==> src/rtl/qat_ram.sv <==
`timescale 1ns / 1ps
// ----------------------------------------------------------------------------
// qat_ram
// Generic single-write, single-read RAM with registered read data.
// ----------------------------------------------------------------------------
module qat_ram #(
  parameter int WIDTH = 64,
  parameter int DEPTH = 16
) (
  input  logic                     clk,
  input  logic                     we,
  input  logic [$clog2(DEPTH)-1:0] waddr,
  input  logic [WIDTH-1:0]         wdata,
  input  logic [$clog2(DEPTH)-1:0] raddr,
  output logic [WIDTH-1:0]         rdata
);

  logic [WIDTH-1:0] mem_r [DEPTH];
  logic [WIDTH-1:0] rdata_r;

  always_ff @(posedge clk) begin
    if (we) begin
      mem_r[waddr] <= wdata;
    end
    rdata_r <= mem_r[raddr];
  end

  assign rdata = rdata_r;

endmodule

==> config.mk <==
export PLATFORM = sky130hd
export DESIGN_NAME = qat_ram
export DESIGN_NICKNAME = d
export VERILOG_FILES = /design/src/rtl/qat_ram.sv
export SDC_FILE = /design/constraint.sdc
export NUM_CORES = 1
export LEC_CHECK = 0
export BUFFER_PORTS_ARGS = -buffer_cell sky130_fd_sc_hd__buf_2
export CAP_MARGIN = 20
export CORE_MARGIN = 2
export CORE_UTILIZATION = 35
export CTS_CLUSTER_SIZE = 20
export DETAILED_ROUTE_END_ITERATION = 8
export GPL_ROUTABILITY_DRIVEN = 0
export GPL_TIMING_DRIVEN = 0
export MAX_ROUTING_LAYER = met4
export PLACE_DENSITY_LB_ADDON = 0.3
export SYNTH_ARGS = -nofsm -noshare
export SYNTH_HDL_FRONTEND = slang
export SYNTH_SLANG_ARGS = --single-unit
==> constraint.sdc <==
create_clock -name clk -period 12.7 [get_ports clk]
set_clock_uncertainty 0.1 [all_clocks]
set_input_delay 0.635 -clock clk [delete_from_list [all_inputs] [get_ports clk]]
set_output_delay 0.635 -clock clk [all_outputs]
set_load 0.02 [all_outputs]
* Word level (Yosys, flattened, before mapping)
Memory sizes are Yosys's and may differ from the RTL's. A register that Yosys moved wholly into a read port is not among the register bits.
Index checks and enable logic that the tools add are counted.
** Storage, ports and cells
- Register bits after elaboration :: 0
- Latch bits :: 0
- Memory bits (writable) :: 1024
- ROM bits :: 0
- Input bits :: 74
- Output and inout bits :: 64
- Logic and storage cells :: 3
- Memories :: 1
** Memory list
- mem_r :: words 16, bits a word 64, read ports 1, clocked after memory_dff 1, write ports 1, line 18 : logic [WIDTH-1:0] mem_r [DEPTH];
** Cells by class
- Add/subtract/negate cells :: 0
- Multiply operators :: 0
- Divide/modulo/power cells :: 0
- Order comparisons :: 0
- Eq/ne operators :: 0
- Shifts and indexed selects :: 0
- Multiplexer cells :: 2
- Bitwise logic cells :: 0
- Reduce and logical (&&, ||, !) cells :: 0
** Operators by type and width (count)
- $mux W1 :: 2

* Longest topological paths before layout
- Depth after elaboration :: 2
- Gate-level depth with buffers :: 6
- Depth with buffers taken out :: 3

* Worst setup path before layout
No wires, ideal clock.
- Kind :: input to register
- Start point :: input waddr[2]
- End point :: memory mem_r[0][0], enable pin
- Setup time :: 0.565 ns
- Arrival :: 5.498 ns
- Data required time :: 12.035 ns
- Setup slack :: 6.536 ns
- Stages on the path :: 2
- Path buffers :: 0
- Cell sequence :: or3b_2 nor3_1
** RTL lines
- from (decl) :: line 12 : input logic [$clog2(DEPTH)-1:0] waddr,
- to (decl) :: line 18
Straight into the memory's write port.

* Final worst setup path
- Start point :: input waddr[3]
- End point :: memory mem_r[4][47], enable pin
Straight into the memory's write port.

==> qor.yml <==
routing:
  vias_per_cell: 5.11
  first_iter_violations: 1862
  num_vias: 18300
  drtAntennaViolNets: 0
  drc_errors: 0
  drt_pass1_iterations: 5
  drt_wl_total_um: 91600
  wl_per_cell_um: 25.6
global_route:
  antenna_found_initial: 15
  gr-total-overflow: 0
  grt_max_degree: 24
  grt_pass1_wl_um: 133000
  grtUsageTotal_pct: 16.2
  grt_pass1_vias: 19600
logic_synthesis:
  synth_area_leader_cell: "edfxtp_1"
  netlist_instances: 1647
  syn_area_per_cell_um2: 24.0
  synth-seq-area-share_pct: 80.9
  synth_commonest_cells: "edfxtp_1, mux4_2, a22oi_1, nand2_1, dfxtp_1"
  synthDistinctLibCells: 18
  synth_top_area_share_pct: 77.7
  syn-cell-area_um2: 39600
  synthFlopType: "edfxtp_1"
  synth_nets: 1721
  yosysWarnings: 0
  ys_ff_latch: 1088
  async_flop_share_pct: 0
  synth-edff-count: 1024
  synth_most_common_cell: "edfxtp_1"
  synth_area_leaders: "edfxtp_1, mux4_2, dfxtp_1, a22oi_1, nand2_1"
sta:
  drv_slew: 0
  relSlewSlack_pct: 35.4
  min_period_over_period_pct: 18.7
  fin_setup_tns_ns: 0
  hold_violations: 0
  fin_crit_ns: 2.38
  tightest_slew_ns: 0.967
  rsz0062_at_grt: "false"
  max_freq_mhz: 420
  setup_viol: 0
floorplan:
  die_area_um2: 116000
  coreArea_um2: 112000
  io_pins: 138
  dieHeight_um: 340
  chipWidth_um: 340
  rows: 123
  initial_core_util_pct: 35.2
clock_network:
  post_cts_resized: 0
  insertion_delay_ns: 0.68
  cts_root_buf: "clkbuf_16"
  ctsLongestPathBuffers: 3
  cts_sinks: 1088
  cts_tree: "done"
  cts.htree.levels: 3
  cts_setup_buffers: 0
  clkTransAtPathRegs_ns: 0.06
  cts_buffers: 111
  cts_hold_buffers: 0
setup_path:
  crit_slowest_cell: "nor3_2"
  cp.arrival_ns: 2.66
  path_class: "input port to register"
  timing.critical_path.mode_cell: "buf_8"
  startpoint_type: "input port"
  worstPathMaxFanout: 10
  critPathRequiredTime_ns: 12.98
  slowest_delay_ns: 0.73
  cp-end-kind: "register"
  path_cells: "buf_2 -> nand3b_1 -> nor3_2 -> buf_8 -> buf_4 -> buf_6 -> buf_8"
worst_hold_path:
  hold_path.class: "input port to register"
placement:
  hpwlAfterDp_um: 59100
  io_buffers: 135
  place_area_um2: 43400
run_status:
  status: "complete, no violations"
cells_and_area:
  design_area_um2: 47200
  final_layout_size_suffix_gt1_share_pct: 33.3
  layout.nets: 2042
  syn2layout_area_growth_pct: 19.2
power:
  power.leakage_nw: 15.1
  ir_drop_mv: 0.104
  power_density_nw_per_um2: 164
flow_run:
  drv_cap: 0
-- cells in the final DEF, fill, tap and decap left out, types with 17 or more instances in the layout --
master and n:
edfxtp_1 1024, mux4_2 256, buf_2 148, a22oi_1 128, clkbuf_16 113, nand2_1 65, dfxtp_1 64, clkbuf_1 54
buf_6 40, buf_12 30, clkinv_2 29, clkinv_1 17
-- registers in the layout (all words and copies together), names as in the netlist --
register  flops
rdata        64
mem_r      1024
-- layout make-up --
cell class | count | area (µm²)
diodes | 11 | 27.5
plain buffers | 84 | 452
clock buffers | 137 | 2980
clock inverters | 71 | 761
fillers | 9738 | 65200
multi-input cells | 475 | 7210
flip-flops and latches | 1088 | 32000
well taps | 1500 | 1880
repair buffers | 208 | 1850
-- path summary, 6_finish.rpt --
path	slack [ns]	startpoint	depth (start not counted)	endpoint
setup / recovery	10.32	waddr[3]	7	mem_r[4][47]$_DFFE_PP_
hold / removal	0.22	wdata[32]	1	mem_r[9][32]$_DFFE_PP_
setup reg to reg	11.15	mem_r[0][58]$_DFFE_PP_	3	rdata[58]$_DFF_P_
hold reg to reg	0.57	mem_r[14][0]$_DFFE_PP_	3	rdata[0]$_DFF_P_
-- where the power goes --
part           switching, mW  internal [mW]
combinational          0.247          0.154
sequential            0.0216           4.01
clock                   1.35           1.95
-- cell families after synthesis --
group,after synthesis,share of synthesized area (%)
DFF,1088,80.9
muxes,256,14.6
AOI/OAI and AO/OA,128,2.43
and+or+nand+nor,91,0.942
buffers and inverters,84,1.14
-- routing by layer --
metal | up-vias | global-route usage, % | share of wire, % | routed length [µm]
met5 | - | - | 0 | 0
met4 | 0 | 3.77 | 2.0 | 1790
met3 | 136 | 3.31 | 5.8 | 5320
met2 | 496 | 25.6 | 49 | 45000
met1 | 9893 | 21.8 | 43 | 39500
li1 | 7746 | - | - | -
-- critical path, delay by kind of cell --
family | cells | cell delay, ns
buf+inv | 5 | 0.92
simple gates | 2 | 1.09
-- metrics by stage --
step	hold WS [ns]	util [%]	cells	worst slack, ns	power, mW
after floorplan	0.535	-	1647	6.54	4.33
after global placement	0.560	37.5	3282	0.975	4.50
after detailed placement	0.564	38.6	3355	9.61	4.52
after CTS	0.175	42.0	3563	10.35	7.82
after global routing	0.201	42.0	3573	10.29	7.98
final	0.224	42.0	3574	10.32	7.74
Note: power is estimated with default switching activity, not from simulation.
