==> src/rtl/qat_pkg.sv <==
`timescale 1ns / 1ps
// ----------------------------------------------------------------------------
// qat_pkg
// Shared constants, codes and types for the quorum acknowledgment tracker.
// ----------------------------------------------------------------------------
package qat_pkg;

  localparam int NUM_NODES = 16;
  localparam int IDX_W     = $clog2(NUM_NODES);
  localparam int SCAN_W    = $clog2(NUM_NODES + 1);
  localparam int NODE_W    = 4;
  localparam int ACK_W     = 64;
  localparam int QSIZE_W   = 5;
  localparam int CNT_W     = 5;
  localparam int CMD_W     = 2;
  localparam int STS_W     = 2;

  localparam logic [CMD_W-1:0] CMD_UPDATE = 2'd0;
  localparam logic [CMD_W-1:0] CMD_READ   = 2'd1;
  localparam logic [CMD_W-1:0] CMD_COUNT  = 2'd2;

  localparam logic [STS_W-1:0] STS_DONE  = 2'd0;
  localparam logic [STS_W-1:0] STS_STALE = 2'd1;
  localparam logic [STS_W-1:0] STS_ZERO  = 2'd2;

  typedef enum logic [2:0] {
    ST_IDLE,
    ST_READ,
    ST_SCAN,
    ST_DRAIN,
    ST_QUORUM,
    ST_FIN
  } state_t;

  typedef struct packed {
    logic clr;
    logic ins;
  } rank_ctl_t;

endpackage

==> src/rtl/qat_rank.sv <==
`timescale 1ns / 1ps
// ----------------------------------------------------------------------------
// qat_rank
// Sorted insertion list: collects the acks of one table scan in descending
// order and picks the quorum_size-th largest reported ack.
// ----------------------------------------------------------------------------
module qat_rank (
  input  logic                        clk,
  input  qat_pkg::rank_ctl_t          ctl,
  input  logic [qat_pkg::ACK_W-1:0]   ins_value,
  input  logic [qat_pkg::QSIZE_W-1:0] qsize,
  output logic [qat_pkg::ACK_W-1:0]   kth_value,
  output logic                        kth_found
);

  logic [qat_pkg::ACK_W-1:0]   top_r   [qat_pkg::NUM_NODES];
  logic [qat_pkg::ACK_W-1:0]   top_nxt [qat_pkg::NUM_NODES];
  logic [qat_pkg::NUM_NODES-1:0] ge;
  logic [qat_pkg::QSIZE_W-1:0] need;
  logic [qat_pkg::QSIZE_W-1:0] need_m1;

  always_comb begin
    for (int j = 0; j < qat_pkg::NUM_NODES; j++) begin
      ge[j] = top_r[j] >= ins_value;
    end
    // list stays descending, so the new value lands after every entry >= it
    for (int j = 0; j < qat_pkg::NUM_NODES; j++) begin
      if (ctl.clr) begin
        top_nxt[j] = '0;
      end else if (!ctl.ins || ge[j]) begin
        top_nxt[j] = top_r[j];
      end else if (j == 0) begin
        top_nxt[j] = ins_value;
      end else if (ge[j-1]) begin
        top_nxt[j] = ins_value;
      end else begin
        top_nxt[j] = top_r[j-1];
      end
    end
  end

  always_ff @(posedge clk) begin
    for (int j = 0; j < qat_pkg::NUM_NODES; j++) begin
      top_r[j] <= top_nxt[j];
    end
  end

  // a quorum size of zero counts as one
  assign need    = (qsize == '0) ? qat_pkg::QSIZE_W'(1) : qsize;
  assign need_m1 = need - qat_pkg::QSIZE_W'(1);

  always_comb begin
    if (32'(need) > qat_pkg::NUM_NODES) begin
      kth_value = '0;
    end else begin
      kth_value = top_r[need_m1[qat_pkg::IDX_W-1:0]];
    end
    kth_found = kth_value != '0;
  end

endmodule
==> config.mk <==
export PLATFORM = sky130hd
export DESIGN_NAME = qat_rank
export DESIGN_NICKNAME = d
export VERILOG_FILES = /design/src/rtl/qat_pkg.sv /design/src/rtl/qat_rank.sv
export SDC_FILE = /design/constraint.sdc
export NUM_CORES = 2
export LEC_CHECK = 0
export BUFFER_PORTS_ARGS = -buffer_cell sky130_fd_sc_hd__buf_4
export CAP_MARGIN = 20
export CORE_MARGIN = 1.5
export CORE_UTILIZATION = 45
export DETAILED_ROUTE_END_ITERATION = 8
export PLACE_DENSITY = 0.56
export SLEW_MARGIN = 20
export SYNTH_ARGS = -nofsm -noshare
export SYNTH_HDL_FRONTEND = slang
export SYNTH_SLANG_ARGS = --single-unit
==> constraint.sdc <==
create_clock -name clk -period 7.5 [get_ports clk]
set_clock_uncertainty 0.2 [all_clocks]
set_input_delay 1.5 -clock clk [delete_from_list [all_inputs] [get_ports clk]]
set_output_delay 1.5 -clock clk [all_outputs]
set_load 0.005 [all_outputs]
* Word level (Yosys, flattened, before mapping)
Memories as Yosys holds them, arrays and structs flattened. Cells that the tools add are included.
Storage, ports and cells: word-level logic and storage cells 87, output and inout port bits 65, bits in registers 0, memories 1, memory bits (writable) 1024
Cells by class: reduce and logical (&&, ||, !) cells 19, $lt $le $gt $ge 17, mux-type cells 49, add/sub/neg operators 1
Memory list:
- top_r | depth 16, bits a word 64, rd ports 17, clocked after Yosys merged registers in 0, write ports 16, line qat_rank.sv:16 | logic [qat_pkg::ACK_W-1:0] top_r [qat_pkg::NUM_NODES];
Operators with widths (count):
- two-way mux 64 bit | 48
- >= comparator 64 bit | 16
- nonzero test 64 bit | 1
- logical OR 1 bit | 16
- > comparator 5 bit (second input constant) | 1
- zero test 5 bit | 1
- two-way mux 5 bit | 1
- subtractor 4 x 1 -> 4 bit (second input constant) | 1
- zero test 1 bit | 1

* Depth between registers and ports, before layout
An unclocked memory read counts as a cell.
depth in word-level cells 6, depth in mapped cells 21, depth with buffers taken out 13

* Least setup slack after synthesis
OpenSTA, ideal clock, no wires.
path kind in2out, from input qsize[4] (netlist name), to output kth_found, setup slack 0.237 ns, required time 5.800 ns, data arrival time 5.563 ns, path buffers 8, stages 19, cells stage by stage buf_6 -> or4_1 -> buf_6 -> nand2_8 -> inv_6 -> buf_2 -> buf_2 -> ha_1 -> clkbuf_1 -> buf_2 -> buf_1 -> clkbuf_1 -> mux4_2 -> a22oi_1 -> o221ai_1 -> nor4_1 -> nand3_1 -> nor4_1 -> nand4_1
On the way: cells in the longest elaborated chain, start to end 6, elaborated cells between the ends (all ways) 7
Ends and longest elaborated chain:
- start: declaration | line qat_rank.sv:11 | input logic [qat_pkg::QSIZE_W-1:0] qsize,
- zero test 5 bit | line qat_rank.sv:49 | assign need = (qsize == '0) ? qat_pkg::QSIZE_W'(1) : qsize;
- two-way mux 5 bit * | line qat_rank.sv:49
- subtractor 4 x 1 -> 4 bit | line qat_rank.sv:50 | assign need_m1 = need - qat_pkg::QSIZE_W'(1);
- memory read (16 x 64 bit)
- two-way mux 64 bit * | line qat_rank.sv:53 | if (32'(need) > qat_pkg::NUM_NODES) begin
- named net kth_value, one bit | line qat_rank.sv:12 | output logic [qat_pkg::ACK_W-1:0] kth_value,
- nonzero test 64 bit * | line qat_rank.sv:58 | kth_found = kth_value != '0;
- end: declaration | line qat_rank.sv:13 | output logic kth_found
The timed path passes the listed nets; every way through them passes the cells marked *.

* Worst setup path after layout
from input qsize[3] (netlist name), to output kth_found
On the way: cells in the longest elaborated chain, start to end 6, elaborated cells between the ends (all ways) 7
Ends and longest elaborated chain (line):
- zero test 5 bit | qat_rank.sv:49
- two-way mux 5 bit * | qat_rank.sv:49
- subtractor 4 x 1 -> 4 bit | qat_rank.sv:50
- memory read (16 x 64 bit)
- two-way mux 64 bit * | qat_rank.sv:53
- nonzero test 64 bit * | qat_rank.sv:58
Mark *: on every way between the ends. The rest lies on a longest branch, timed or not.

==> metrics.yaml <==
final_layout:
  largest_register_ffs: 1024
  fin_nets: 9526
  reg_top3: "top_r x1024"
  synthToLayoutAreaGrowth_pct: 12.8
  drive_gt1_share_pct: 11.7
  top_register: "top_r"
setup_path:
  r2r_end: "top_r[6][0]"
  cp-start-kind: "primary input"
  end_kind: "output port"
  crit_required_ns: 5.80
  ff2ff_setup_slack_ns: 2.27
  cpMostUsedCell: "buf_4"
  setup.worst_path.class: "primary input to output port"
  cp_top_family: "simple AND/OR/NAND/NOR gates"
  critPathSlowestCell: "or4_4"
  path_buf_inv: 10
  startpoint: "qsize[3]"
  cpPeakStageDelay_ns: 0.62
  cp_cell_sequence: "buf_6 > or4_4 > nand2_8 > inv_6 > ha_4 > xor2_4 > nand4_1 > buf_4 > clkbuf_16 > buf_12 > o221a_4 > a22oi_2 > o211ai_1 > nor4_2 > buf_4 > nand3_4 > buf_6 > nor4_4 > buf_4 > nand4_1 > buf_4 > buf_6"
  arrival_ns: 5.82
  r2r_cells: 11
  cp_max_fo: 6
  crit_cells: 22
  r2r-start: "top_r[6][30]"
  cp-endpoint: "kth_found"
place:
  dpl_worst_slack_ns: -0.435
  dp_hpwl_um: 251000
  gp_congestion: 0.993
  port_buffers: 136
run:
  drv_cap: 0
clock_network:
  numClockSinks: 1024
  clock_path_buffers: 3
  clk_pin_slew_ns: 0.05
  cts-root-buf: "clkbuf_16"
  cts_hold_buf: 0
  htree_levels: 4
  numCtsBuffers: 133
  insertion_delay_ns: 0.82
  cts_tree: "yes"
route:
  via_per_inst: 6.87
  drtIter0Drc: 9051
  ant_nets: 0
  dr.pass1.iters: 8
  vias: 73600
  finalWirelength_um: 351000
  drc: 0
  routedWlPerCell_um: 32.7
yosys:
  synth_compound_area_share_pct: 23.3
  synth-xor-area-share_pct: 0.0233
  synth_edf_count: 0
  synth-main-ff-cell: "dfxtp_1"
  synth_area_leaders: "dfxtp_1 (27%), ha_1 (17%), mux2i_1 (11%)"
  synth-simple-area-share_pct: 12.3
  yosysMostFrequentCell: "ha_1"
  synth-seq-area-share_pct: 27.3
  synthArstFlopShare_pct: 0
  post_synth.cell_area_avg_um2: 8.80
  synthesis.nets: 9637
  synthAdderAreaFrac_pct: 17.1
  synth_top_cell_area_share_pct: 27.3
  synth_seq_cells: 1024
  syn-instance-count: 8540
  synth_mux_area_share_pct: 15.3
  synth_area_um2: 75100
  synth_top_family_by_area: "compound AO/OA/AOI/OAI gates"
  ys_types: 77
  synth_top_cells_by_count: "ha_1 (1025), dfxtp_1 (1024), nor2_1 (998), a211oi_1 (881), mux2i_1 (821)"
  synth_top_area_cell: "dfxtp_1"
  yosysWarningCount: 0
sta:
  fmax_mhz: 133
  period_needed_ns: 7.52
  worst_pin_slew_ns: 1.36
  rsz0062_at_grt: "true"
  hold_violations: 0
  layout_setup_ws_ns: -0.0174
  tns_ns: -0.0174
  finalCritPeriodShare_pct: 100
  setup-violations-final: 1
  slew-limit-headroom_pct: 8.58
  slew_violations: 0
grt:
  grt_pass1_vias: 67300
  grt_max_degree: 197
  grt_pass1_wl_um: 501000
  use_met2_pct: 57.4
  grt.met1_usage_pct: 55.9
  use_met3_pct: 9.16
  antenna_found_initial: 11
  grt_usage_pct: 40.2
  busiest_layer: "met2"
  overflow: 0
status:
  violations: "setup timing"
  outcome: "finished with violations"
floorplanning:
  io_pins: 137
  rows: 149
  die_w_um: 412
  die_y_um: 412
  fp.coreArea_um2: 165000
  die_area_um2: 169000
  start_util_pct: 45.4
pwr:
  leakagePower_nw: 37.5
  p_per_area_nw_per_um2: 243
  vdd.ir_drop.worst_uv: 274
worst_hold_path:
  hold_path_class: "flop to flop"
[power breakdown]
part           switching, W  total [W]  internal (W)  leakage (nW)
Sequential          0.00111    0.00721       0.00609          8.47
Clock               0.00276    0.00685       0.00409          2.25
Combinational       0.00397    0.00655       0.00258          26.8
[worst register-to-register path: cells and delay by family (launching register included)]
family          cells  cell delay [ns]
compound gates      5             2.59
simple gates        4             1.36
flops               1             0.37
buf+inv             1             0.20
fa+ha+maj           1             0.32
[layer usage]
metal | wire length [um] | part of all wire [%] | vias up
li1 | - | - | 32500
met2 | 145000 | 41 | 4154
met1 | 150000 | 43 | 36200
met5 | 67 | 0.019 | -
met3 | 36300 | 10 | 822
met4 | 19900 | 5.7 | 12
[layout make-up]
type	count	area [um^2]
Fill cell	15300	80600
Clock buffer	183	3880
Sequential cell	1024	20500
Antenna cell	9	22.5
Clock inverter	48	669
Tap cell	2189	2740
Inverter	108	414
Timing Repair Buffer	503	4840
Multi-Input combinational cell	6659	51700
[worst min path at each step]
stage,cells past startpoint,slack [ns],end,from
after detailed placement,2,0.31,top_r[9][0],top_r[9][0]
after CTS,2,0.31,top_r[9][0],top_r[9][0]
after global placement,2,0.30,top_r[9][0],top_r[9][0]
after global routing,2,0.34,top_r[15][39],top_r[15][39]
after floorplan,2,0.28,top_r[0][0],top_r[0][0]
final,2,0.32,top_r[9][0],top_r[9][0]
[metrics by stage]
stage / instance area [um^2] / utilization, % / cells / power, W / hold WS, ns
CTS: 84300 / 51.0 / 10700 / 0.0203 / 0.315
global placement: 79700 / 48.2 / 10500 / 0.0134 / 0.303
floorplan: 75100 / - / 8540 / 0.0108 / 0.277
finish: 84700 / 51.2 / 10700 / 0.0206 / 0.319
global route: 84700 / 51.2 / 10700 / 0.0213 / 0.341
detailed placement: 79700 / 48.2 / 10500 / 0.0135 / 0.307
[repair_timing]
| action | in CTS | in global routing |
|---|---|---|
| setup endpoints to repair | 1 | 1 |
| pin swaps | 3 | 24 |
| setup buffers | 4 | 15 |
| resized for setup | 5 | 30 |
| cloned | 0 | 2 |
[placed cells by master, fill, tap and decap left out, types with 104 or more instances in the layout]
| cell | instances |
|---|---|
| nor2_1 | 990 |
| a211oi_1 | 877 |
| inv_1 | 104 |
| nand4_1 | 173 |
| a21o_1 | 245 |
| mux2i_1 | 821 |
| a311oi_1 | 130 |
| mux4_2 | 146 |
| nand3_1 | 215 |
| o21ai_0 | 351 |
| a21oi_1 | 491 |
| nand2_1 | 503 |
| dfxtp_1 | 1024 |
| clkbuf_16 | 140 |
| ha_1 | 1024 |
| buf_4 | 410 |
[logic make-up (layout without fill, tap and decap cells)]
kind of cell	count (synthesis)	after routing
buf+inv	857	842
mux	969	969
compound gates	2555	2555
fa+ha+maj	1025	1025
flops	1024	1024
simple gates	2108	2108
xor+xnor	2	2
other cells	0	9
No activity file was read; power rests on OpenSTA's default activity.
